===== src/rtl/thermostat_relay_with_persistence_defines.svh =====
// Assertion macros for the thermostat relay RTL.
`ifndef THERMOSTAT_RELAY_WITH_PERSISTENCE_DEFINES_SVH
`define THERMOSTAT_RELAY_WITH_PERSISTENCE_DEFINES_SVH

// The consequent must hold in the same cycle as the antecedent.
`define TRP_ASSERT_SAME(label, clk, rst, ante, cons) \
   label: assert property (@(posedge clk) disable iff (rst) (ante) |-> (cons)) \
      else $error("thermostat relay: same-cycle check failed");

// The consequent must hold in the cycle after the antecedent.
`define TRP_ASSERT_NEXT(label, clk, rst, ante, cons) \
   label: assert property (@(posedge clk) disable iff (rst) (ante) |=> (cons)) \
      else $error("thermostat relay: next-cycle check failed");

`endif


===== src/rtl/trp_pkg.sv =====
// Types and constants shared by the thermostat relay modules.
package trp_pkg;

   localparam int REQ_DATA_W = 24;
   localparam int RSP_DATA_W = 24;
   localparam int CSR_ADDR_W = 5;
   localparam int CSR_DATA_W = 32;

   localparam logic [2:0] REG_DAY_THRESHOLD   = 3'd0;
   localparam logic [2:0] REG_NIGHT_THRESHOLD = 3'd1;
   localparam logic [2:0] REG_DAY_START_HOUR  = 3'd2;
   localparam logic [2:0] REG_DAY_END_HOUR    = 3'd3;
   localparam logic [2:0] REG_PERSIST_LIMIT   = 3'd4;
   localparam logic [2:0] REG_LIGHT_THRESHOLD = 3'd5;
   localparam logic [2:0] REG_MISSING_LIMIT   = 3'd6;

   localparam logic [7:0] RST_DAY_THRESHOLD   = 8'd25;
   localparam logic [7:0] RST_NIGHT_THRESHOLD = 8'd17;
   localparam logic [4:0] RST_DAY_START_HOUR  = 5'd8;
   localparam logic [4:0] RST_DAY_END_HOUR    = 5'd23;
   localparam logic [6:0] RST_PERSIST_LIMIT   = 7'd10;
   localparam logic [7:0] RST_LIGHT_THRESHOLD = 8'd30;
   localparam logic [6:0] RST_MISSING_LIMIT   = 7'd10;

   localparam logic [6:0] SAT_MAX = 7'd100;

   localparam logic MODE_SAMPLE  = 1'b0;
   localparam logic MODE_MISSING = 1'b1;

   typedef struct packed {
      logic [7:0] day_threshold;
      logic [7:0] night_threshold;
      logic [4:0] day_start_hour;
      logic [4:0] day_end_hour;
      logic [6:0] persist_limit;
      logic [7:0] light_threshold;
      logic [6:0] missing_limit;
   } cfg_type;

   typedef struct packed {
      logic       last_above;
      logic [6:0] run_count;
      logic [6:0] missing_count;
      logic       cooler_state;
      logic       light_state;
   } state_type;

   typedef struct packed {
      logic        mode;
      logic [4:0]  hour_of_day;
      logic [15:0] raw_temperature;
   } item_type;

   // Packed so that cooler_on lands in bit 0 of the result tdata.
   typedef struct packed {
      logic               shown_state;
      logic               is_day;
      logic [6:0]         fraction_hundredths;
      logic signed [12:0] whole_degrees;
      logic               light_on;
      logic               cooler_on;
   } result_type;

endpackage


===== src/rtl/trp_eval.sv =====
// Combinational evaluation of one item: temperature split, day window and relay state update.
module trp_eval (
   input  trp_pkg::item_type   item,
   input  trp_pkg::cfg_type    cfg,
   input  trp_pkg::state_type  state,
   output trp_pkg::state_type  state_next,
   output trp_pkg::result_type result
);
   import trp_pkg::*;

   logic               is_day;
   logic               neg;
   logic [16:0]        mag;
   logic [12:0]        whole_mag;
   logic signed [12:0] whole;
   logic [8:0]         frac_prod;
   logic [6:0]         frac;
   logic signed [12:0] thr_day_ext;
   logic signed [12:0] thr_night_ext;
   logic signed [12:0] thr_light_ext;
   logic signed [12:0] thr;
   logic               above;
   logic               fired;
   logic [6:0]         run_next;
   logic [6:0]         miss_next;
   logic               forced;

   // Hundredths are floor(25*m/4), so the whole part is m/16 and the fraction
   // comes from the low four bits of the magnitude alone.
   always_comb begin
      is_day        = (item.hour_of_day > cfg.day_start_hour) &&
                      (item.hour_of_day < cfg.day_end_hour);
      neg           = item.raw_temperature[15];
      mag           = neg ? (17'd0 - {item.raw_temperature[15], item.raw_temperature})
                          : {1'b0, item.raw_temperature};
      whole_mag     = mag[16:4];
      whole         = neg ? $signed(13'd0 - whole_mag) : $signed(whole_mag);
      frac_prod     = {5'd0, mag[3:0]} * 9'd25;
      frac          = frac_prod[8:2];
      thr_day_ext   = $signed({{5{cfg.day_threshold[7]}}, cfg.day_threshold});
      thr_night_ext = $signed({{5{cfg.night_threshold[7]}}, cfg.night_threshold});
      thr_light_ext = $signed({{5{cfg.light_threshold[7]}}, cfg.light_threshold});
      thr           = is_day ? thr_day_ext : thr_night_ext;
      above         = whole > thr;
      if (above == state.last_above) begin
         run_next = (state.run_count >= SAT_MAX) ? SAT_MAX : state.run_count + 7'd1;
      end else begin
         run_next = 7'd0;
      end
      fired     = run_next > cfg.persist_limit;
      miss_next = (state.missing_count >= SAT_MAX) ? SAT_MAX : state.missing_count + 7'd1;
      forced    = miss_next > cfg.missing_limit;

      state_next                 = state;
      result.is_day              = is_day;
      result.whole_degrees       = 13'sd0;
      result.fraction_hundredths = 7'd0;
      result.shown_state         = 1'b0;
      unique case (item.mode)
         MODE_SAMPLE: begin
            state_next.missing_count = 7'd0;
            state_next.light_state   = is_day && (whole < thr_light_ext);
            state_next.run_count     = run_next;
            state_next.last_above    = above;
            if (fired) begin
               state_next.cooler_state = above;
            end
            result.whole_degrees       = whole;
            result.fraction_hundredths = frac;
            result.shown_state         = above ? fired : !fired;
         end
         MODE_MISSING: begin
            state_next.missing_count = miss_next;
            if (forced) begin
               state_next.cooler_state = 1'b1;
               state_next.light_state  = 1'b0;
            end
            result.shown_state = state_next.cooler_state;
         end
         default: begin
            state_next = state;
         end
      endcase
      result.cooler_on = state_next.cooler_state;
      result.light_on  = state_next.light_state;
   end

endmodule


===== src/rtl/thermostat_relay_with_persistence.sv =====
// Top level of the thermostat relay: stream channels, register port, state and pipeline.
//
//   Channel   Direction  Transaction content
//   req_*     in         one sensor poll: mode in tuser, temperature and hour in tdata
//   rsp_*     out        one result per poll: relay states, split temperature, flags
//   csr_*     in/out     register writes and reads, one register per word
//
// An item goes from acceptance into the input register, then through the
// evaluation logic into the result register. One item is accepted every cycle
// while the result side keeps up; the relay state registers update in the cycle
// a result is loaded. Reset is synchronous and empties both stages.
// A stalled result holds its register and the input stage backs up behind it.
module thermostat_relay_with_persistence (
   input  logic                             clock,
   input  logic                             reset,
   input  logic                             req_tvalid,
   output logic                             req_tready,
   // Fields from bit 0: raw_temperature[15:0], hour_of_day[20:16], zero pad.
   input  logic [trp_pkg::REQ_DATA_W-1:0]   req_tdata,
   // Fields from bit 0: mode.
   input  logic                             req_tuser,
   output logic                             rsp_tvalid,
   input  logic                             rsp_tready,
   // Fields from bit 0: cooler_on, light_on, whole_degrees[14:2],
   // fraction_hundredths[21:15], is_day[22], shown_state[23].
   output logic [trp_pkg::RSP_DATA_W-1:0]   rsp_tdata,
   input  logic                             csr_psel,
   input  logic                             csr_penable,
   input  logic                             csr_pwrite,
   input  logic [trp_pkg::CSR_ADDR_W-1:0]   csr_paddr,
   input  logic [trp_pkg::CSR_DATA_W-1:0]   csr_pwdata,
   output logic [trp_pkg::CSR_DATA_W-1:0]   csr_prdata,
   output logic                             csr_pready
);
   import trp_pkg::*;

   `include "thermostat_relay_with_persistence_defines.svh"

   cfg_type    cfg_ff;
   cfg_type    cfg_in;
   state_type  state_ff;
   state_type  state_in;
   state_type  state_next;
   item_type   in_ff;
   item_type   in_in;
   logic       in_valid_ff;
   logic       in_valid_in;
   result_type out_ff;
   result_type out_in;
   result_type result;
   logic       out_valid_ff;
   logic       out_valid_in;
   logic       req_accept;
   logic       out_load;
   logic       csr_write;
   logic [2:0] csr_index;

   assign csr_pready = 1'b1;
   assign csr_write  = csr_psel && csr_penable && csr_pwrite && csr_pready;
   assign csr_index  = csr_paddr[4:2];

   always_comb begin
      cfg_in = cfg_ff;
      if (csr_write) begin
         unique case (csr_index)
            REG_DAY_THRESHOLD:   cfg_in.day_threshold   = csr_pwdata[7:0];
            REG_NIGHT_THRESHOLD: cfg_in.night_threshold = csr_pwdata[7:0];
            REG_DAY_START_HOUR:  cfg_in.day_start_hour  = csr_pwdata[4:0];
            REG_DAY_END_HOUR:    cfg_in.day_end_hour    = csr_pwdata[4:0];
            REG_PERSIST_LIMIT:   cfg_in.persist_limit   = csr_pwdata[6:0];
            REG_LIGHT_THRESHOLD: cfg_in.light_threshold = csr_pwdata[7:0];
            REG_MISSING_LIMIT:   cfg_in.missing_limit   = csr_pwdata[6:0];
            default:             cfg_in = cfg_ff;
         endcase
      end
   end

   always_comb begin
      unique case (csr_index)
         REG_DAY_THRESHOLD:   csr_prdata = {24'd0, cfg_ff.day_threshold};
         REG_NIGHT_THRESHOLD: csr_prdata = {24'd0, cfg_ff.night_threshold};
         REG_DAY_START_HOUR:  csr_prdata = {27'd0, cfg_ff.day_start_hour};
         REG_DAY_END_HOUR:    csr_prdata = {27'd0, cfg_ff.day_end_hour};
         REG_PERSIST_LIMIT:   csr_prdata = {25'd0, cfg_ff.persist_limit};
         REG_LIGHT_THRESHOLD: csr_prdata = {24'd0, cfg_ff.light_threshold};
         REG_MISSING_LIMIT:   csr_prdata = {25'd0, cfg_ff.missing_limit};
         default:             csr_prdata = 32'd0;
      endcase
   end

   assign out_load   = in_valid_ff && (!out_valid_ff || rsp_tready);
   assign req_tready = !in_valid_ff || out_load;
   assign req_accept = req_tvalid && req_tready;

   always_comb begin
      in_in.mode            = req_tuser;
      in_in.hour_of_day     = req_tdata[20:16];
      in_in.raw_temperature = req_tdata[15:0];
      if (req_accept) begin
         in_valid_in = 1'b1;
      end else if (out_load) begin
         in_valid_in = 1'b0;
      end else begin
         in_valid_in = in_valid_ff;
      end
      if (out_load) begin
         out_valid_in = 1'b1;
      end else if (rsp_tready) begin
         out_valid_in = 1'b0;
      end else begin
         out_valid_in = out_valid_ff;
      end
      out_in   = out_load ? result : out_ff;
      state_in = out_load ? state_next : state_ff;
   end

   trp_eval u_eval (
      .item       (in_ff),
      .cfg        (cfg_ff),
      .state      (state_ff),
      .state_next (state_next),
      .result     (result)
   );

   always_ff @(posedge clock) begin
      if (reset) begin
         cfg_ff.day_threshold   <= RST_DAY_THRESHOLD;
         cfg_ff.night_threshold <= RST_NIGHT_THRESHOLD;
         cfg_ff.day_start_hour  <= RST_DAY_START_HOUR;
         cfg_ff.day_end_hour    <= RST_DAY_END_HOUR;
         cfg_ff.persist_limit   <= RST_PERSIST_LIMIT;
         cfg_ff.light_threshold <= RST_LIGHT_THRESHOLD;
         cfg_ff.missing_limit   <= RST_MISSING_LIMIT;
         state_ff.last_above    <= 1'b0;
         state_ff.run_count     <= 7'd0;
         state_ff.missing_count <= 7'd0;
         state_ff.cooler_state  <= 1'b1;
         state_ff.light_state   <= 1'b0;
         in_valid_ff            <= 1'b0;
         out_valid_ff           <= 1'b0;
      end else begin
         cfg_ff       <= cfg_in;
         state_ff     <= state_in;
         in_valid_ff  <= in_valid_in;
         out_valid_ff <= out_valid_in;
      end
   end

   always_ff @(posedge clock) begin
      if (req_accept) begin
         in_ff <= in_in;
      end
      out_ff <= out_in;
   end

   assign rsp_tvalid = out_valid_ff;
   assign rsp_tdata  = out_ff;

   `TRP_ASSERT_SAME(a_counters_saturate, clock, reset, 1'b1,
      (state_ff.run_count <= SAT_MAX) && (state_ff.missing_count <= SAT_MAX))
   `TRP_ASSERT_SAME(a_result_matches_state, clock, reset, rsp_tvalid,
      (out_ff.cooler_on == state_ff.cooler_state) && (out_ff.light_on == state_ff.light_state))
   `TRP_ASSERT_NEXT(a_sample_clears_missing, clock, reset,
      out_load && (in_ff.mode == MODE_SAMPLE), state_ff.missing_count == 7'd0)

endmodule

===== config.mk =====
export PLATFORM = sky130hd
export DESIGN_NAME = thermostat_relay_with_persistence
export DESIGN_NICKNAME = d
export VERILOG_FILES = /design/src/rtl/trp_pkg.sv /design/src/rtl/trp_eval.sv /design/src/rtl/thermostat_relay_with_persistence.sv
export VERILOG_INCLUDE_DIRS = /design/src /design/src/rtl
export SDC_FILE = /design/constraint.sdc
export NUM_CORES = 1
export LEC_CHECK = 0
export ABC_AREA = 0
export BUFFER_PORTS_ARGS = -buffer_cell sky130_fd_sc_hd__buf_4
export CORE_UTILIZATION = 52
export CTS_CLUSTER_DIAMETER = 50
export CTS_CLUSTER_SIZE = 30
export DETAILED_ROUTE_END_ITERATION = 10
export PLACE_DENSITY_LB_ADDON = 0.12
export SLEW_MARGIN = 5
export SYNTH_ARGS = -nofsm -noshare
export SYNTH_HDL_FRONTEND = slang
export SYNTH_HIERARCHICAL = 1
export SYNTH_SLANG_ARGS = --single-unit

===== constraint.sdc =====
create_clock -name clock -period 6.2 [get_ports clock]
set_input_delay 0.31 -clock clock [delete_from_list [all_inputs] [get_ports clock]]
set_output_delay 0.31 -clock clock [all_outputs]
set_load 0.01 [all_outputs]

* Word-level counts from Yosys, hierarchy flattened
Cells that the tools add are included.
W data, S select, Z words.
** Storage, ports and cells
- Input port bits :: 69
- Logic and storage cells :: 82
- Bits in registers :: 113
** Operators by class
- Equal/unequal tests :: 7
- Reductions and logical operators :: 22
- Add/subtract/negate cells :: 4
- Magnitude comparators :: 8
- Multiply operators :: 1
- Bitwise logic cells :: 1
- Multiplexer cells :: 16
** Operator list (number)
- $pmux W8 S7 :: 1
- $mux W13 :: 2
- $mux W7 :: 3
- $pmux W9 S2 :: 1
- $mux W17 :: 1
- $sub A1 B16 Y17 const A :: 1
- $reduce_and A2 Y1 :: 8
- $add A7 B1 Y7 const B :: 2
- $ge A7 B7 Y1 const B :: 2
- $gt A7 B7 Y1 :: 2
- $gt A13 B13 Y1 :: 1
- $lt A13 B8 Y1 :: 1
- $sub A1 B13 Y13 const A :: 1
- $eq A3 B3 Y1 const B :: 3
- $mul A4 B5 Y9 const B :: 1
- $eq A3 B2 Y1 const B :: 2
- $logic_and A1 B1 Y1 :: 6
- $mux W1 :: 6
- $gt A5 B5 Y1 :: 1
- $lt A5 B5 Y1 :: 1
- $reduce_bool A2 Y1 :: 2
- $eq A3 B1 Y1 const B :: 1
- $logic_not A1 Y1 :: 3
- $logic_not A3 Y1 :: 1
- 5 further kinds :: 6

* Longest topological paths before layout
- Word-level depth :: 11
- Mapped depth :: 29

* Cells and area by module
Netlist, hierarchy kept.
** By module, submodules not included
- thermostat_relay_with_persistence :: times used 1, area an instance 4639.4 µm², cells an instance 391, seq. area each 2722.6 µm²
- trp_eval :: times used 1, area an instance 3019.1 µm², cells an instance 417, seq. area each 0.0 µm²

* Worst setup path after synthesis
No wires, ideal clock.
- Path kind :: register to register
- Start :: reg in_ff[0] (netlist bit)
- End :: reg state_ff[1] (netlist bit)
- Slack :: 0.399 ns
- Cell stages (with the launch flop) :: 30
- Data arrival time :: 5.681 ns
- Data required time :: 6.080 ns
- Period minus slack after synthesis :: 5.801 ns
- Buffers on the path :: 3
- Cell sequence :: edfxtp_1 -> inv_1 -> ha_1 -> or4b_4 -> buf_6 -> o31ai_2 -> xor2_1 -> o21ai_2 -> or3_1 -> nor3_1 -> nor2b_1 -> ha_1 -> nand4_1 -> or4_1 -> nand3_1 -> nor2_1 -> mux2i_1 -> and2_1 -> clkbuf_1 -> a21oi_1 -> ha_1 -> a21oi_1 -> nor2b_1 -> o21ai_0 -> o21ai_0 -> o22ai_1 -> or2_2 -> a21oi_1 -> buf_4 -> a211o_1
** RTL lines
- start, declared :: line thermostat_relay_with_persistence.sv:44 : item_type in_ff;
- start signal, assigned :: line thermostat_relay_with_persistence.sv:151 : in_ff <= in_in;
- end signal, assigned :: line thermostat_relay_with_persistence.sv:143 : state_ff <= state_in;
- end, declared :: line thermostat_relay_with_persistence.sv:41 : state_type state_ff;

==> impl_results.md <==
* Cell total after placement at 1033
* Initial antenna violation count at 0
* Synthesized-area fraction occupied by adder cells at 10.72%
* Worst Path Buf+Inv at 2
* Max FO, Critical Path at 7
* Complex-gate fraction of the synthesized area at 12.96%
* Pre-CTS setup slack at 0.08189 ns
* Max cap viols at 0
* Final setup violating endpoints at 0
* Max incr delay on CP at 0.57 ns
* Post-synthesis cell area at 0.007659 sq mm
* TritonCTS buffer count at 17
* Tcrit/Tclk final at about 95%
* CP max-delay cell: or4_4
* Clock Sink Count at 113
* Fmax at roughly 170 MHz
* Post-Syn Instances at 808
* Fill count at 1172
* Latest clock arrival within the worst-skew pair at 0.42 ns
* Met2 Use GR at between 40% and 50%
* H-tree Lvls at 4
* DR pass1 iterations at 8
* PortBufs at 73
* Hold WC Path Type: in2reg
* Predominant post-synthesis flop cell: dfxtp_1
* First-pass GRT wire length at 29110 microns
* Crit Path Category: reg2reg
* Via count at 6059
* Largest net degree at the start of global routing at 81
* Post-Synth XOR/XNOR Area at under 10%
* Gr busiest metal: met2
* Hold slack at 0.06554 ns
* Leakage at 3.963 nW
* Register area share after synthesis at 35.55%
* Design Power at 2.093 mW
* Drt via density at about 5.7
* Iter 0 DRT Violations at 556
* Crit end category: flip-flop
* Met3 Resource Use GR at under 10%
* Commonest non-fill, non-tap cells in the layout: buf_4 (97), dfxtp_1 (67), ha_1 (64)
* Synth unique cells at 77
* Nets at slightly above 1000
* Starting density of the core at between 50% and 60%
* Layout cells sized above 1 at 19.80%
* Most common cell after layout, fill and taps aside: buf_4
* Post-synthesis mux area share at 10.52%
* Worst VDD drop at about 0.00018 V
* Total GRT Usage at between 20% and 30%
* Largest family of logic cells by synthesized area: simple AND/OR/NAND/NOR gates
* Die height at 123.4 microns
* Design area at 0.008856 sq mm
* Post-DR wirelength/cell at 17.00 microns
* Simple-gate share of the synthesized area at 17.22%
* Placed inst area at about 0.0082 sq mm
* Clock transition at the registers of the reported paths at about 0.060 ns
* Post-CTS Hold Fix Bufs at 0
* Worst path most repeated cell: ha_1
* Cell Rows at 43
* Placer Congestion at ~0.97
* I/O Pins at around 130
* Met1 usage in global routing at 32.12%
* Post-DRT Antenna Nets at 0
* Flip-flop and latch area at 0.002723 sq mm
* Area of the multi-input gates at 0.004393 sq mm
* Clock Skew at 0.01123 ns
* Placeable Area at 0.01415 sq mm
* Total Neg Setup Slack at 0 ns
* Fin. Hold Viols at 0
* Period minus WS final at 5.864 ns
* Critical Path Start Type: flip-flop
* P per Cell Area at roughly 240 mW/mm^2
* Worst Tran Pin Value at between 1 and 1.5 ns
* Critical path required time at 6.56 ns
* Detailed Place HPWL at 13360 microns
* Die width at around 120 microns
* Overflow after GRT at 0
* Antenna Cells at 0
* CTS root buffer: clkbuf_16
* Status: complete, no violations
* Util after Layout at 62.59%
* Slew Viols, Final at 0
* Yosys warning total at 6
* Die Footprint at 0.01522 sq mm
* Finished Layout Cells at 1069
* CTS tree: done
* Vias in the first global route at 5845
* Register bit total from synthesis at 113
* Top delay family on crit path: simple AND/OR/NAND/NOR gates
* Area Growth Syn to Fin at 15.63%
* Async SR Flop Fraction at 0%
* DRT Wirelength at between 15000 and 20000 microns
* Clock Tree Buf Depth at 2
* Slew Limit Headroom at around 29%
* WP data arrival at 6.22 ns
* Post-synth EDFFs at 46
* Syn_area_per_cell at 9.478 sq um
* Remaining DRCs at 0
* Final worst slack at 0.3357 ns
==> path summary, 6_finish.rpt <==
kind | depth (start not counted) | to | slack [ns] | from
hold / removal | 1 | in_ff[5] | 0.07 | req_tdata[5]
setup reg to reg | 25 | state_ff[1] | 0.34 | in_ff[1]
hold reg to reg | 2 | state_ff[0] | 0.48 | state_ff[0]
setup / recovery | 25 | state_ff[1] | 0.34 | in_ff[1]
==> cell type report <==
class	count	share of cell area, %
well taps	180	2.543
inverters	52	2.204
clock buffers	21	5.680
flip-flops and latches	113	30.74
clock inverters	11	1.003
repair buffers	97	8.223
multi-input cells	595	49.60
==> sequential cells by signal, summed over array words and instances (netlist names) <==
signal and flops:
cfg_ff 48, in_ff 22, in_valid_ff 1, rsp_tdata 24, rsp_tvalid 1, state_ff 17
==> cell usage after synthesis, types with 3 or more instances <==
| cell | count | area share, % |
|---|---|---|
| or3_1 | 3 | 0.25 |
| buf_6 | 6 | 0.88 |
| nor2_1 | 52 | 2.5 |
| o31ai_1 | 4 | 0.39 |
| a21oi_1 | 46 | 3.0 |
| and3_1 | 5 | 0.41 |
| or2_2 | 5 | 0.41 |
| nand2_2 | 4 | 0.33 |
| o22ai_1 | 5 | 0.41 |
| nor3b_1 | 3 | 0.29 |
| o311a_1 | 3 | 0.39 |
| o211ai_1 | 4 | 0.39 |
| inv_1 | 52 | 2.5 |
| ha_1 | 64 | 10 |
| clkbuf_1 | 22 | 1.1 |
| nor3_1 | 9 | 0.59 |
| a21o_1 | 15 | 1.5 |
| mux2_2 | 10 | 1.5 |
| buf_4 | 32 | 3.1 |
| buf_2 | 6 | 0.39 |
| nor2b_1 | 15 | 1.2 |
| and2_1 | 16 | 1.3 |
| a21boi_0 | 4 | 0.39 |
| a221oi_1 | 4 | 0.46 |
| mux2i_1 | 61 | 8.0 |
| clkbuf_8 | 3 | 0.54 |
| or4_1 | 4 | 0.39 |
| dfxtp_1 | 67 | 18 |
| nand4_1 | 7 | 0.57 |
| edfxtp_1 | 46 | 18 |
| nand2_1 | 32 | 1.6 |
| nand2b_1 | 43 | 3.5 |
| a22oi_1 | 3 | 0.29 |
| xnor2_1 | 16 | 1.8 |
| nand3_1 | 27 | 1.8 |
| xor2_1 | 17 | 1.9 |
| o21ai_0 | 41 | 2.7 |
==> per-layer routing <==
metal | wire length, microns | share of wire, %
met4 | 324 | 1.8
met3 | 897 | 4.9
met2 | 8864 | 49
met5 | 0 | 0
met1 | 8089 | 45
==> repair_timing <==
item                       CTS  global route
setup buffers                0             4
setup endpoints to repair    0             3
gates resized for setup      0            11
==> logic make-up after synthesis <==
family | Yosys count
AO/OA/AOI/OAI | 154
buffers and inverters | 123
AND/OR/NAND/NOR | 242
flip-flops | 113
multiplexers | 75
adder cells (fa/ha/maj) | 65
XOR/XNOR | 34
other | 2
==> report_power, final <==
group	leakage [nW]	internal, mW	switching, mW
Sequential	0.986	0.803	0.0193
Clock	0.292	0.586	0.372
Combinational	2.69	0.141	0.171
Total	3.96	1.53	0.563
(Power assumes the default switching activity.)
